==> src/hw/rtl/bpbg_pkg.sv <==
// Shared types and constants for the bimodal/gshare branch predictor.
package bpbg_pkg;

    localparam int TALLY_W = 32;
    localparam logic [TALLY_W-1:0] TALLY_MAX = {TALLY_W{1'b1}};

    localparam int CFG_W = 4;
    localparam logic [CFG_W-1:0] INDEX_BITS_RST = 4'd14;
    localparam logic [CFG_W-1:0] INDEX_BITS_MIN = 4'd8;

    localparam logic [1:0] CTR_WEAK_NT = 2'd1;
    localparam logic [1:0] CTR_MAX     = 2'd3;
    localparam logic [1:0] CTR_MIN     = 2'd0;

    typedef struct packed {
        logic branch;
        logic nt;
        logic btfnt;
        logic bim;
        logic gsh;
    } t_tally_inc;

    typedef struct packed {
        logic [TALLY_W-1:0] branch;
        logic [TALLY_W-1:0] nt;
        logic [TALLY_W-1:0] btfnt;
        logic [TALLY_W-1:0] bim;
        logic [TALLY_W-1:0] gsh;
    } t_tally;

endpackage

==> src/hw/rtl/bpbg_tally.sv <==
// Saturating branch and miss tallies.
module bpbg_tally (
    input  logic                i_clk,
    input  logic                i_rst_n,
    input  logic                i_en,
    input  bpbg_pkg::t_tally_inc i_inc,
    output bpbg_pkg::t_tally     o_tally
);

    bpbg_pkg::t_tally r_tally;
    bpbg_pkg::t_tally n_tally;

    function automatic logic [bpbg_pkg::TALLY_W-1:0] sat_inc(
        input logic [bpbg_pkg::TALLY_W-1:0] v,
        input logic                         inc
    );
        logic [bpbg_pkg::TALLY_W-1:0] res;
        res = v;
        if (inc && (v != bpbg_pkg::TALLY_MAX)) begin
            res = v + {{(bpbg_pkg::TALLY_W-1){1'b0}}, 1'b1};
        end
        return res;
    endfunction

    always_comb begin
        n_tally.branch = sat_inc(r_tally.branch, i_inc.branch);
        n_tally.nt     = sat_inc(r_tally.nt,     i_inc.nt);
        n_tally.btfnt  = sat_inc(r_tally.btfnt,  i_inc.btfnt);
        n_tally.bim    = sat_inc(r_tally.bim,    i_inc.bim);
        n_tally.gsh    = sat_inc(r_tally.gsh,    i_inc.gsh);
    end

    always_ff @(posedge i_clk) begin
        if (!i_rst_n) begin
            r_tally <= '0;
        end else if (i_en) begin
            r_tally <= n_tally;
        end
    end

    assign o_tally = r_tally;

endmodule

==> config.mk <==
export PLATFORM = sky130hd
export DESIGN_NAME = bpbg_tally
export DESIGN_NICKNAME = d
export VERILOG_FILES = /design/src/hw/rtl/bpbg_pkg.sv /design/src/hw/rtl/bpbg_tally.sv
export SDC_FILE = /design/constraint.sdc
export NUM_CORES = 1
export LEC_CHECK = 0
export BUFFER_PORTS_ARGS = -buffer_cell sky130_fd_sc_hd__buf_2
export CORE_MARGIN = 4
export CORE_UTILIZATION = 55
export CTS_CLUSTER_SIZE = 20
export DETAILED_ROUTE_END_ITERATION = 7
export PLACE_DENSITY = 0.78
export SLEW_MARGIN = 20
export SYNTH_ARGS = -nofsm -noshare
export SYNTH_HDL_FRONTEND = slang
export SYNTH_SLANG_ARGS = --single-unit
==> constraint.sdc <==
create_clock -name i_clk -period 2.4 [get_ports i_clk]
set_input_delay 0.12 -clock i_clk [delete_from_list [all_inputs] [get_ports i_clk]]
set_output_delay 0.12 -clock i_clk [all_outputs]
set_load 0.01 [all_outputs]
Word level (Yosys, flattened, before mapping)
Cells that the tools add are included.
W data, S select, Z words.

word-level totals
  input bits = 8
  latch bits = 0
  bits in registers = 160
  memories kept = 0
  memory bits (writable) = 0
  output and inout port bits = 160
  word-level logic and storage cells = 25
  ROM bits = 0

operators by class
  reduce and logical (&&, ||, !) cells = 10
  divide/modulo/power cells = 0
  multipliers = 0
  $lt $le $gt $ge = 0
  equality and inequality tests = 5
  mux-type cells = 0
  $add $sub $neg = 5
  bitwise gates (word level) = 0
  shift operators = 0

operators by type and width
  cell                     number
  $add A32 B1 Y32 const B  5
  $ne A32 B32 Y1 const B   5
  $reduce_and A2 Y1        5
  $logic_and A1 B1 Y1      5

Logic depth before layout (Yosys ltp)
  depth after elaboration = 3
  gate-level depth with buffers = 9
  depth with buffers taken out = 6

Least setup slack after synthesis
No wires, ideal clock.

  path kind = flip-flop to flip-flop
  start = register r_tally, in the netlist o_tally[64]
  end = register r_tally, in the netlist o_tally[83]
  arrival time = 2.171 ns
  cell stages (with the launch flop) = 10
  path buffers = 3
  period minus slack after synthesis = 2.241 ns
  setup slack = 0.159 ns
  cell sequence = dfxtp_1 -> ha_1 -> nand4_1 -> or4_1 -> clkbuf_1 -> o21ai_1 -> buf_2 -> buf_4 -> o21ai_0 -> a21oi_1

on the way
  longest elaborated chain between the ends = 3
  elaborated cells on any way between the ends = 4

RTL lines
  element                                                                  RTL line          RTL
  from (decl)                                                              bpbg_tally.sv:10  bpbg_pkg::t_tally r_tally;
  from (signal assigned)                                                   bpbg_tally.sv:37  r_tally <= n_tally;
  parallel branches: the longest is 3 deep, another holds $add A32 B1 Y32  --

Several ways; the timed one is not identified.
A chain may end at the register's enable or synchronous reset.

Final worst setup path
  start = register r_tally, in the netlist o_tally[70]
  end = register r_tally, in the netlist o_tally[95]

Same word-level chain as after synthesis.

==> out/results.ini <==
[cts]
cts_buffers=17
tritoncts=built
clk_latency_ps=430
htree_levels=4
clk_root_buffer_cell=clkbuf_16
clk_pin_slew_worst_paths_ps=60
cts_sinks=160
postCtsSetupBuffers=0
cts_buffer_depth=2
cts_resized=0
ctsHoldBuffers=0

[grt]
grt_overflow=0
grt_start_max_net_pins=82
grt_pass1_vias=7537
antenna_found_initial=0
grt.total_usage=0.253
grt_pass1_wl_um=35500

[cells_and_area]
syn2layout_area_growth_pct=22.1
drive_above_1_share=0.214
stdcell_area_sq_mm=0.00994
stdcell_count=1373
largest_reg_flops=160
antenna_cells=0
utilization=0.684
fin_nets=1189

[pwr]
switching_share=0.219
switchingPower_mw=1.19
internal_power_mw=4.27
p_clk_frac=0.478
ir_drop_v=0.000475
p_comb_frac=0.032
powerDensity_mw_per_mm2=550
pwr-share-seq=0.490
p_leak_nw=3.74

[place]
dpl.cell_count=1341
dp_worst_setup_slack_ps=179
port-buffer-count=167
place_hpwl_um=15200
place.gp.congestion=0.931
dpl_cell_area_sq_mm=0.00937

[synthesis]
syn_area_sq_mm=0.00814
syn-instance-count=987
avgSynthCellArea_sq_um=8.25
synthTopCellsByArea=dfxtp_1 39%, nand2_1 5.0%, nand4_1 4.8%
synth.largest_area_cell=dfxtp_1
synthesis.nets=1000
ys.warnings.count=0
synth-seq-area-share=0.393
synthFlopType=dfxtp_1
ys_ff_latch=160
async_flop_share=0
synth.most_common_cell=dfxtp_1
synth_enable_flop_cells=0
synthTopCellsByCount=160 x dfxtp_1, 108 x nand2_1, 77 x a21oi_1, 62 x nand4_1, 56 x nand3_1
synth_top_area_share=0.393
yosysUniqueCellTypes=52

[floorplanning]
die_h_um=130
fp.dieArea_sq_mm=0.0168
row_count=44
start_util=0.560
coreArea_sq_mm=0.0145
ioPinCount=168
die_x_um=130

[setup_path]
cp-start-kind=flip-flop
arrival_ps=2620
endpoint=o_tally[95]$_SDFFE_PN0P_
r2r_end=o_tally[95]$_SDFFE_PN0P_
worst_setup_path_end_kind=flip-flop
critical_path_class=reg2reg
reg2reg_depth=5
cpPeakStageDelay_ps=530
path_cells=nand4_1 > or3_1 > a2111o_1 > or4_1 > a21oi_1
required_ps=2760
worstPathMaxFanout=9
crit_start=o_tally[70]$_SDFFE_PN0P_
regToRegStartpoint=o_tally[70]$_SDFFE_PN0P_
slowest_stage=a2111o_1
reg2reg_setup_slack_ps=140

[sta]
slew_violations=0
finalHoldViolations=0
rsz0062_at_grt=false
skew_ps=7.76
fmax_ghz=0.442
tightestPinTransition_ps=853
slew-limit-headroom=0.432
fin_ws_ps=136
fin_crit_ps=2260
finalCritPeriodShare=0.943
tns_ps=0
setup_violations=0

[status]
outcome=finished, final reports clean

[routing]
drtIter0Drc=526
drc=0
firstDrtPassIters=5
vias=8426
ant_nets=0
wire_per_inst_um=15.8
wirelength_um=21700
viasPerCell=6.14

[flow_run]
cap_viol_max_count=0

[worst_hold_path]
hold_path.class=in2reg

==> worst min path at each step <==
stage               slack [ps]                        to  depth (start not counted)      from
floorplan                  300  o_tally[34]$_SDFFE_PN0P_                          2  i_inc[1]
global placement           460  o_tally[34]$_SDFFE_PN0P_                          3  i_inc[1]
detailed placement         470  o_tally[34]$_SDFFE_PN0P_                          3  i_inc[1]
CTS                         10  o_tally[34]$_SDFFE_PN0P_                          3  i_inc[1]
global route                40  o_tally[34]$_SDFFE_PN0P_                          3  i_inc[1]
finish                      30  o_tally[34]$_SDFFE_PN0P_                          3  i_inc[1]
==> power by group through the flow <==
stage                     clock (mW)  sequential, mW  combinational (mW)
after floorplan                    0            2.74               0.107
after global placement             0            2.74               0.174
after detailed placement           0            2.74               0.177
after CTS                       2.65            2.68               0.177
after global routing            2.77            2.68               0.196
final                           2.61            2.68               0.177
==> layer usage <==
metal  global-route usage  vias to the layer above  part of all wire
met4               0.0776                        0             0.015
met1                0.337                     3961              0.44
met5                    0                        -                 0
met2                0.411                      285              0.47
met3               0.0565                       27             0.072
li1                     -                     4153                 -
==> per-stage QoR <==
step / hold slack, ps / power [mW]
after floorplan: 298 / 2.85
after global placement: 459 / 2.91
after detailed placement: 465 / 2.91
after CTS: 12.7 / 5.51
after global routing: 41.2 / 5.64
final: 33.1 / 5.46
==> kinds of logic (layout without fill, tap and decap cells) <==
kind of cell / Yosys count / in the layout / share of synthesized area
AO/OA/AOI/OAI: 211 / 211 / 0.163
AND/OR/NAND/NOR: 492 / 492 / 0.334
buffers and inverters: 58 / 260 / 0.0312
flip-flops: 160 / 160 / 0.393
multiplexers: 27 / 27 / 0.0332
adder cells (fa/ha/maj): 5 / 5 / 0.00769
XOR/XNOR: 34 / 34 / 0.0366
==> cells in the final DEF, fill, tap and decap left out, drive strengths merged, types with 11 or more instances in the layout <==
master,instances
buf,214
dfxtp,160
nand2,108
a21oi,77
nand4,63
nand3,56
nor2,54
or4,49
or3,41
o31ai,41
o21ai,40
nor4,32
nand2b,28
mux2i,27
xnor2,22
clkbuf,21
nor3,20
and3,18
o211ai,16
inv,14
xor2,12
and4,11
==> worst max-delay path, delay by kind of cell, from the launching register on <==
| kind | cells | cell delay [ps] |
|---|---|---|
| AND/OR/NAND/NOR | 3 | 1120 |
| AO/OA/AOI/OAI | 2 | 670 |
| flip-flops | 1 | 400 |
==> final cells by class <==
class,count,area [sq um]
multi-input cells,769,4680
fillers,1240,4600
flip-flops and latches,160,3200
repair buffers,214,1200
clock buffers,21,450
well taps,184,230
clock inverters,11,115
inverters,14,55.1
(Power assumes the default switching activity.)
